==> src/hw/rtl/shash_pkg.sv <==
package shash_pkg;

  localparam int unsigned FIFO_DEPTH = 2;
  localparam int unsigned BLOCK_BITS = 512;

  localparam logic [7:0] PAD_BYTE = 8'h80;
  localparam logic [5:0] LEN_FILL = 6'd56;
  localparam logic [5:0] LAST_FILL = 6'd63;
  localparam logic [5:0] LAST_ROUND = 6'd63;
  localparam logic [2:0] LAST_WORD_IDX = 3'd7;

  typedef struct packed {
    logic       mode;
    logic [7:0] msg_byte;
  } in_item_t;

  typedef struct packed {
    logic [31:0] digest_word;
    logic [2:0]  word_index;
    logic        last_word;
  } out_item_t;

  typedef struct packed {
    logic [BLOCK_BITS-1:0] blk;
    logic                  fin;
  } job_t;

  localparam logic [31:0] INIT_H [8] = '{
    32'h6a09e667, 32'hbb67ae85, 32'h3c6ef372, 32'ha54ff53a,
    32'h510e527f, 32'h9b05688c, 32'h1f83d9ab, 32'h5be0cd19
  };

  localparam logic [31:0] K_TABLE [64] = '{
    32'h428a2f98, 32'h71374491, 32'hb5c0fbcf, 32'he9b5dba5,
    32'h3956c25b, 32'h59f111f1, 32'h923f82a4, 32'hab1c5ed5,
    32'hd807aa98, 32'h12835b01, 32'h243185be, 32'h550c7dc3,
    32'h72be5d74, 32'h80deb1fe, 32'h9bdc06a7, 32'hc19bf174,
    32'he49b69c1, 32'hefbe4786, 32'h0fc19dc6, 32'h240ca1cc,
    32'h2de92c6f, 32'h4a7484aa, 32'h5cb0a9dc, 32'h76f988da,
    32'h983e5152, 32'ha831c66d, 32'hb00327c8, 32'hbf597fc7,
    32'hc6e00bf3, 32'hd5a79147, 32'h06ca6351, 32'h14292967,
    32'h27b70a85, 32'h2e1b2138, 32'h4d2c6dfc, 32'h53380d13,
    32'h650a7354, 32'h766a0abb, 32'h81c2c92e, 32'h92722c85,
    32'ha2bfe8a1, 32'ha81a664b, 32'hc24b8b70, 32'hc76c51a3,
    32'hd192e819, 32'hd6990624, 32'hf40e3585, 32'h106aa070,
    32'h19a4c116, 32'h1e376c08, 32'h2748774c, 32'h34b0bcb5,
    32'h391c0cb3, 32'h4ed8aa4a, 32'h5b9cca4f, 32'h682e6ff3,
    32'h748f82ee, 32'h78a5636f, 32'h84c87814, 32'h8cc70208,
    32'h90befffa, 32'ha4506ceb, 32'hbef9a3f7, 32'hc67178f2
  };

  function automatic logic [31:0] ror32(input logic [31:0] v, input int unsigned s);
    return (v >> s) | (v << (32 - s));
  endfunction

  function automatic logic [31:0] bsig0(input logic [31:0] x);
    return ror32(x, 2) ^ ror32(x, 13) ^ ror32(x, 22);
  endfunction

  function automatic logic [31:0] bsig1(input logic [31:0] x);
    return ror32(x, 6) ^ ror32(x, 11) ^ ror32(x, 25);
  endfunction

  function automatic logic [31:0] ssig0(input logic [31:0] x);
    return ror32(x, 7) ^ ror32(x, 18) ^ (x >> 3);
  endfunction

  function automatic logic [31:0] ssig1(input logic [31:0] x);
    return ror32(x, 17) ^ ror32(x, 19) ^ (x >> 10);
  endfunction

  function automatic logic [31:0] ch(input logic [31:0] e, input logic [31:0] f,
                                     input logic [31:0] g);
    return (e & f) ^ (~e & g);
  endfunction

  function automatic logic [31:0] maj(input logic [31:0] a, input logic [31:0] b,
                                      input logic [31:0] c);
    return (a & b) ^ (a & c) ^ (b & c);
  endfunction

endpackage

==> src/hw/rtl/shash_front.sv <==
module shash_front (
  input  logic                clk,
  input  logic                rst,
  input  logic                in_valid,
  output logic                in_stall,
  input  shash_pkg::in_item_t in_data,
  input  logic                q_full,
  output logic                q_push,
  output shash_pkg::job_t     q_wdata
);
  import shash_pkg::*;

  typedef enum logic [2:0] {
    F_ACCEPT = 3'b001,
    F_ZERO   = 3'b010,
    F_LEN    = 3'b100
  } front_state_t;

  front_state_t          state;
  logic [5:0]            fill;
  logic [63:0]           total;
  logic [63:0]           lenr;
  logic [BLOCK_BITS-1:0] blk;

  logic       can_shift;
  logic       acc;
  logic       shift_en;
  logic [7:0] shift_byte;
  logic       fin_blk;

  assign can_shift = (fill != LAST_FILL) || !q_full;
  assign in_stall  = !((state == F_ACCEPT) && can_shift);
  assign acc       = in_valid && !in_stall;

  always_comb begin
    shift_en   = 1'b0;
    shift_byte = '0;
    fin_blk    = 1'b0;
    case (state)
      F_ACCEPT: begin
        if (acc) begin
          shift_en   = 1'b1;
          shift_byte = in_data.mode ? PAD_BYTE : in_data.msg_byte;
        end
      end
      F_ZERO: begin
        if (fill != LEN_FILL && can_shift) begin
          shift_en = 1'b1;
        end
      end
      F_LEN: begin
        if (can_shift) begin
          shift_en   = 1'b1;
          shift_byte = lenr[63:56];
          fin_blk    = (fill == LAST_FILL);
        end
      end
      default: begin
        shift_en = 1'b0;
      end
    endcase
  end

  assign q_push        = shift_en && (fill == LAST_FILL);
  assign q_wdata.blk   = {blk[BLOCK_BITS-9:0], shift_byte};
  assign q_wdata.fin   = fin_blk;

  always_ff @(posedge clk) begin
    if (shift_en) begin
      blk <= {blk[BLOCK_BITS-9:0], shift_byte};
    end
    if (rst) begin
      state <= F_ACCEPT;
      fill  <= '0;
      total <= '0;
    end else begin
      if (shift_en) begin
        fill <= fill + 6'd1;
      end
      case (state)
        F_ACCEPT: begin
          if (acc && in_data.mode) begin
            lenr  <= {total[60:0], 3'b000};
            total <= '0;
            state <= F_ZERO;
          end else if (acc) begin
            total <= total + 64'd1;
          end
        end
        F_ZERO: begin
          if (fill == LEN_FILL) begin
            state <= F_LEN;
          end
        end
        F_LEN: begin
          if (shift_en) begin
            lenr <= {lenr[55:0], 8'h00};
            if (fill == LAST_FILL) begin
              state <= F_ACCEPT;
            end
          end
        end
        default: begin
          state <= F_ACCEPT;
        end
      endcase
    end
  end

  a_finish_blocks_input: assert property (@(posedge clk) disable iff (rst)
    (in_valid && !in_stall && in_data.mode) |=> in_stall)
    else $error("input taken during padding");

  a_push_only_full_block: assert property (@(posedge clk) disable iff (rst)
    (q_push && q_wdata.fin) |-> (state == F_LEN))
    else $error("final block pushed outside length phase");

endmodule

==> src/hw/rtl/shash_fifo.sv <==
module shash_fifo #(
  parameter int unsigned DEPTH = shash_pkg::FIFO_DEPTH
) (
  input  logic            clk,
  input  logic            rst,
  input  logic            push,
  input  shash_pkg::job_t wdata,
  output logic            full,
  input  logic            pop,
  output shash_pkg::job_t rdata,
  output logic            empty
);
  import shash_pkg::*;

  localparam int unsigned PW = (DEPTH > 1) ? $clog2(DEPTH) : 1;
  localparam int unsigned CW = $clog2(DEPTH + 1);

  job_t          mem [DEPTH];
  logic [PW-1:0] wr_ptr;
  logic [PW-1:0] rd_ptr;
  logic [CW-1:0] count;

  assign full  = (count == CW'(DEPTH));
  assign empty = (count == '0);
  assign rdata = mem[rd_ptr];

  always_ff @(posedge clk) begin
    if (push) begin
      mem[wr_ptr] <= wdata;
    end
    if (rst) begin
      wr_ptr <= '0;
      rd_ptr <= '0;
      count  <= '0;
    end else begin
      if (push) begin
        wr_ptr <= (wr_ptr == PW'(DEPTH - 1)) ? '0 : wr_ptr + PW'(1);
      end
      if (pop) begin
        rd_ptr <= (rd_ptr == PW'(DEPTH - 1)) ? '0 : rd_ptr + PW'(1);
      end
      if (push && !pop) begin
        count <= count + CW'(1);
      end else if (pop && !push) begin
        count <= count - CW'(1);
      end
    end
  end

  a_no_overflow: assert property (@(posedge clk) disable iff (rst)
    (push && !pop) |-> !full)
    else $error("push into full queue");

endmodule

==> src/hw/rtl/shash_back.sv <==
module shash_back (
  input  logic                 clk,
  input  logic                 rst,
  input  logic                 q_empty,
  output logic                 q_pop,
  input  shash_pkg::job_t      q_rdata,
  output logic                 out_valid,
  input  logic                 out_stall,
  output shash_pkg::out_item_t out_data
);
  import shash_pkg::*;

  typedef enum logic [3:0] {
    B_IDLE = 4'b0001,
    B_RUN  = 4'b0010,
    B_ADD  = 4'b0100,
    B_EMIT = 4'b1000
  } back_state_t;

  back_state_t state;
  logic [31:0] chain [8];
  logic [31:0] v     [8];
  logic [31:0] w     [16];
  logic [5:0]  rnd;
  logic [2:0]  idx;
  logic        fin;

  logic [31:0] t1;
  logic [31:0] t2;
  logic [31:0] w_new;
  logic        out_free;

  assign t1 = v[7] + bsig1(v[4]) + ch(v[4], v[5], v[6]) + K_TABLE[rnd] + w[0];
  assign t2 = bsig0(v[0]) + maj(v[0], v[1], v[2]);
  assign w_new = w[0] + ssig0(w[1]) + w[9] + ssig1(w[14]);
  assign out_free = !out_valid || !out_stall;
  assign q_pop = (state == B_IDLE) && !q_empty;

  always_ff @(posedge clk) begin
    case (state)
      B_IDLE: begin
        if (!q_empty) begin
          for (int i = 0; i < 16; i++) begin
            w[i] <= q_rdata.blk[BLOCK_BITS-1-32*i -: 32];
          end
          for (int i = 0; i < 8; i++) begin
            v[i] <= chain[i];
          end
          fin <= q_rdata.fin;
          rnd <= '0;
        end
      end
      B_RUN: begin
        for (int i = 0; i < 15; i++) begin
          w[i] <= w[i+1];
        end
        w[15] <= w_new;
        v[0] <= t1 + t2;
        v[1] <= v[0];
        v[2] <= v[1];
        v[3] <= v[2];
        v[4] <= v[3] + t1;
        v[5] <= v[4];
        v[6] <= v[5];
        v[7] <= v[6];
        rnd  <= rnd + 6'd1;
      end
      B_ADD: begin
        idx <= '0;
      end
      B_EMIT: begin
        if (out_free) begin
          out_data.digest_word <= chain[idx];
          out_data.word_index  <= idx;
          out_data.last_word   <= (idx == LAST_WORD_IDX);
          idx <= idx + 3'd1;
        end
      end
      default: begin
        rnd <= rnd;
      end
    endcase

    if (rst) begin
      state     <= B_IDLE;
      out_valid <= 1'b0;
      for (int i = 0; i < 8; i++) begin
        chain[i] <= INIT_H[i];
      end
    end else begin
      if (state == B_EMIT && out_free) begin
        out_valid <= 1'b1;
      end else if (!out_stall) begin
        out_valid <= 1'b0;
      end
      case (state)
        B_IDLE: begin
          if (!q_empty) begin
            state <= B_RUN;
          end
        end
        B_RUN: begin
          if (rnd == LAST_ROUND) begin
            state <= B_ADD;
          end
        end
        B_ADD: begin
          for (int i = 0; i < 8; i++) begin
            chain[i] <= chain[i] + v[i];
          end
          state <= fin ? B_EMIT : B_IDLE;
        end
        B_EMIT: begin
          if (out_free && idx == LAST_WORD_IDX) begin
            for (int i = 0; i < 8; i++) begin
              chain[i] <= INIT_H[i];
            end
            state <= B_IDLE;
          end
        end
        default: begin
          state <= B_IDLE;
        end
      endcase
    end
  end

  a_digest_words_follow: assert property (@(posedge clk) disable iff (rst)
    (out_valid && !out_stall && !out_data.last_word) |=> out_valid)
    else $error("gap inside digest");

  a_pop_starts_rounds: assert property (@(posedge clk) disable iff (rst)
    q_pop |=> (state == B_RUN && rnd == 6'd0))
    else $error("job not started");

endmodule

==> src/hw/rtl/sha256_stream_hasher_core.sv <==
// SHA-256 over a byte stream. Send mode 0 items with one message byte each and a mode 1 item to
// close the message; the block then returns the eight digest words, index 0 first, last_word on
// index 7, and starts over from the initial hash for the next message. Append bytes are taken one
// per cycle while the block queue (QUEUE_DEPTH entries of 64 bytes) has room. Each 64-byte block
// passes through the compression unit as one load, 64 rounds at one round per cycle and one add,
// and the unit takes no new block from the queue until it is done with the last. A finish item
// stalls the input while the padding and length bytes are shifted in at one byte per cycle as
// long as the queue has room; after the last compression the digest words leave at one word per
// cycle from the output register while the output is not stalled.
module sha256_stream_hasher_core #(
  parameter int unsigned QUEUE_DEPTH = shash_pkg::FIFO_DEPTH
) (
  input  logic                 clk,
  input  logic                 rst,
  input  logic                 in_valid,
  output logic                 in_stall,
  input  shash_pkg::in_item_t  in_data,
  output logic                 out_valid,
  input  logic                 out_stall,
  output shash_pkg::out_item_t out_data
);
  import shash_pkg::*;

  logic q_full;
  logic q_push;
  job_t q_wdata;
  logic q_empty;
  logic q_pop;
  job_t q_rdata;

  shash_front u_front (
    .clk      (clk),
    .rst      (rst),
    .in_valid (in_valid),
    .in_stall (in_stall),
    .in_data  (in_data),
    .q_full   (q_full),
    .q_push   (q_push),
    .q_wdata  (q_wdata)
  );

  shash_fifo #(
    .DEPTH (QUEUE_DEPTH)
  ) u_fifo (
    .clk   (clk),
    .rst   (rst),
    .push  (q_push),
    .wdata (q_wdata),
    .full  (q_full),
    .pop   (q_pop),
    .rdata (q_rdata),
    .empty (q_empty)
  );

  shash_back u_back (
    .clk       (clk),
    .rst       (rst),
    .q_empty   (q_empty),
    .q_pop     (q_pop),
    .q_rdata   (q_rdata),
    .out_valid (out_valid),
    .out_stall (out_stall),
    .out_data  (out_data)
  );

endmodule
==> config.mk <==
export PLATFORM = sky130hd
export DESIGN_NAME = sha256_stream_hasher_core
export DESIGN_NICKNAME = d
export VERILOG_FILES = /design/src/hw/rtl/shash_pkg.sv /design/src/hw/rtl/shash_front.sv /design/src/hw/rtl/shash_fifo.sv /design/src/hw/rtl/shash_back.sv /design/src/hw/rtl/sha256_stream_hasher_core.sv
export SDC_FILE = /design/constraint.sdc
export NUM_CORES = 2
export LEC_CHECK = 0
export ABC_CLOCK_PERIOD_IN_PS = 135800
export BUFFER_PORTS_ARGS = -buffer_cell sky130_fd_sc_hd__buf_2
export CORE_AREA = 2 2 562 564
export DETAILED_ROUTE_END_ITERATION = 7
export DIE_AREA = 0 0 564 566
export PLACE_DENSITY = 0.65
export SYNTH_ARGS = -nofsm -noshare
export SYNTH_HDL_FRONTEND = slang
export SYNTH_SLANG_ARGS = --single-unit
==> constraint.sdc <==
create_clock -name clk -period 135.8 [get_ports clk]
set_clock_uncertainty 0.15 [all_clocks]
set_input_delay 27.16 -clock clk [delete_from_list [all_inputs] [get_ports clk]]
set_output_delay 27.16 -clock clk [all_outputs]
set_load 0.1 [all_outputs]
==> impl_metrics.ini <==
[timing]
whs_ns = 0.287
drv_slew = 0
fmax_ghz = 0.0316
period_share_pct = 23.3
fin_crit_ns = 31.66
finalSetupTns_ns = 0
slew_headroom_pct = 11.7
rsz0062_at_grt = no
setup_violations = 0
worst_slew_pin_slew_ns = 1.32
finalHoldViolCount = 0
setup_ws_ns = 104.14

[worst_setup_path]
crit_family = buffers and inverters
crit_end = u_fifo.mem[0][69]
cp.required_ns = 136.07
cp_num_buf_inv = 5
critPathArrivalTime_ns = 31.93
end_kind = register
crit_type = in -> reg
rr_worst_depth = 35
cp-startpoint = in_valid
rr_endpoint = u_back.v[0][30]
path_cells = buf_2, and4_1, or2_4, nor2b_1, nor2b_4, buf_4, buf_4, buf_12, buf_4
reg2reg_slack_ns = 124.80
crit_path_frequent_cell = buf_4
critical_path_cell_count = 9
crit_path_start_kind = primary input
worst_path_largest_cell_delay_ns = 0.85
reg2reg_from = u_back.rnd[1]
crit_slowest_cell = buf_4
worst-path-max-fanout = 129

[layout]
drive_gt1_share_pct = 8.08
multi_input_area_um2 = 44700
seqCellArea_um2 = 80200
final_nets = 10400
nFillCells = 27700
syn2layout_area_growth_pct = 11.0
fin_area_um2 = 142000

[clock_tree]
holdBufCountCts = 0
clockBufferDepth = 4
clock-root-buffer = clkbuf_16
worstSkewPairLatency_ns = 0.87
htreeDepth = 5
cts_resized = 0
cts_setup_buffers = 0
cts_sinks = 2741
cts_tree = done
clk_pin_slew_worst_paths_ns = 0.06
cts_buffers = 292

[grt]
first_global_vias = 77800
grt_pass1_wl_um = 495000
grt_max_degree = 218
gr-max-usage-layer = met2
grt_use_total_pct = 20.2
antenna_found_initial = 10
met3_usage_pct = 2.75
grt_use_met2_pct = 31.1
grt_util_met1_pct = 29.2
grt-ovfl-total = 0

[yosys]
synthSimpleGateAreaFrac_pct = 8.20
synth_mux_area_share_pct = 6.42
synthAdderAreaFrac_pct = 7.15
netlist_instances = 9811
synth_flop_cell = edfxtp_1
synth-xor-area-share_pct = 4.24
synth.avg_cell_area_um2 = 13.0
synth_seq_cells = 2741
synth_warnings = 0
synth.distinct_cells = 99
syn_area_um2 = 128000
synth-edff-count = 2533
ys_seq_area_share_pct = 62.8
synth_top_family_by_area = compound AO/OA/AOI/OAI gates
synth_nets = 10400
async_flop_share_pct = 0
synth_compound_area_share_pct = 8.98

[worst_hold_path]
hold_path_class = reg -> reg

[drt]
drc = 0
dr.pass1.iters = 7
dr.first_iter.drc_count = 8506
final_antenna_net_count = 0
num_vias = 79000
routed_via_density = 5.56
wl_per_cell_um = 23.3
drt_wl_total_um = 330000

[die]
die-area_um2 = 319000
die_w_um = 564
start_util_pct = 40.7
io_pins = 51
row_count = 206
core_um2 = 313000
die_h_um = 566

[outcome]
status = complete, no violations

[run]
maxCapViolations = 0

[placed_design]
place_congestion = 0.935
placed_cell_area_um2 = 132000
portBuffers = 50
dp_hpwl_um = 225000
pre_cts_slack_ns = 103.22
kinds of logic after synthesis:
family                     after synthesis
and+or+nand+nor                       2466
DFF                                   2741
xor gates and xnor gates               618
AOI/OAI and AO/OA                     1916
buffers and inverters                  739
adders and majority gates              617
muxes                                  714
cell usage after synthesis, drive strengths merged, types with 42 or more instances:
cell	number	area share, %
mux4	74	1.3
clkbuf	417	1.2
xnor2	390	2.7
inv	287	0.84
xor2	228	1.6
dfxtp	208	3.3
ha	398	3.9
a211oi	54	0.33
nor2	379	1.1
or3	42	0.21
nand2b	70	0.34
edfxtp	2533	60
nand3	115	0.45
nand2	1578	4.6
nor3	60	0.24
o21ai	846	3.3
and3	45	0.22
o211ai	65	0.38
nor2b	49	0.24
mux2	99	0.87
a21oi	433	1.7
a31oi	54	0.26
fa	195	3.1
mux2i	541	4.2
a21o	194	1.1
worst register-to-register path, delay by kind of cell (launching register included):
kind | cells | cell delay, ns
AOI/OAI and AO/OA | 17 | 4.36
xor gates and xnor gates | 2 | 0.47
adders and majority gates | 7 | 3.48
buffers and inverters | 5 | 1.06
DFF | 1 | 0.32
and+or+nand+nor | 4 | 0.94
per-stage QoR:
step	util, %	std cells
after floorplan	-	9811
after CTS	45.2	14200
final	45.2	14200
after detailed placement	42.3	13700
after global placement	42.3	13700
after global routing	45.2	14200
sequential cells by signal, indices dropped and copies added (netlist names), named ones only:
name / count
u_front.state: 3
u_fifo.wr_ptr: 1
u_front.total: 61
u_back.out_data: 36
u_back.rnd: 6
u_front.fill: 6
u_fifo.mem: 1026
u_back.state: 4
u_back.out_valid: 1
u_back.v: 256
u_fifo.count: 2
u_back.chain: 256
u_fifo.rd_ptr: 1
u_back.fin: 1
u_front.lenr: 61
u_front.blk: 504
u_back.w: 512
u_back.idx: 3
area by class of cell:
class,instances,area share [%]
clock buffers,369,5.47
diodes,3,0.00530
clock inverters,149,1.06
multi-input cells,6331,31.6
repair buffers,162,0.849
well taps,4160,3.67
flip-flops and latches,2741,56.6
inverters,290,0.770
layout by cell type, fill, tap and decap left out, types with 42 or more instances in the layout:
| cell | netlist | routed |
|---|---|---|
| nand3_1 | 114 | 114 |
| fa_1 | 195 | 195 |
| buf_2 | 3 | 50 |
| a21oi_1 | 431 | 428 |
| a21o_1 | 194 | 193 |
| nor3_1 | 58 | 58 |
| mux2_2 | 99 | 99 |
| and3_1 | 45 | 45 |
| nor2_1 | 377 | 376 |
| ha_1 | 398 | 398 |
| a211oi_1 | 52 | 52 |
| o21ai_0 | 828 | 827 |
| clkbuf_1 | 417 | 67 |
| dfxtp_1 | 208 | 207 |
| clkinv_1 | 3 | 47 |
| o211ai_1 | 65 | 65 |
| mux4_2 | 74 | 74 |
| xnor2_1 | 390 | 390 |
| inv_1 | 286 | 284 |
| a31oi_1 | 54 | 54 |
| edfxtp_1 | 2533 | 2533 |
| clkbuf_16 | 0 | 297 |
| nor2b_1 | 49 | 48 |
| or3_1 | 42 | 42 |
| nand2_1 | 1578 | 1576 |
| buf_4 | 0 | 103 |
| nand2b_1 | 70 | 69 |
| clkinv_2 | 0 | 48 |
| xor2_1 | 228 | 228 |
| mux2i_1 | 541 | 541 |
routing by layer:
layer	wire length, µm	up-vias
li1	-	35900
met1	145000	39500
met2	148000	3023
met3	23400	603
met4	13400	6
met5	37	-
worst min-delay path by stage:
stage | startpoint | end | slack [ns] | cells past startpoint
2_1_floorplan | u_front.blk[496] | u_fifo.mem[0][505] | 0.27 | 0
3_3_place_gp | u_front.blk[496] | u_fifo.mem[1][505] | 0.28 | 0
3_5_place_dp | u_front.blk[496] | u_fifo.mem[0][505] | 0.28 | 0
4_1_cts | u_front.blk[502] | u_fifo.mem[1][511] | 0.28 | 0
5_1_grt | u_front.blk[415] | u_front.blk[423] | 0.29 | 0
6_report | u_front.blk[407] | u_fifo.mem[0][416] | 0.29 | 0
Power is left out: the tool's default activity adds up to more than one toggle a clock period on the data nets, which glitch-free logic cannot reach.
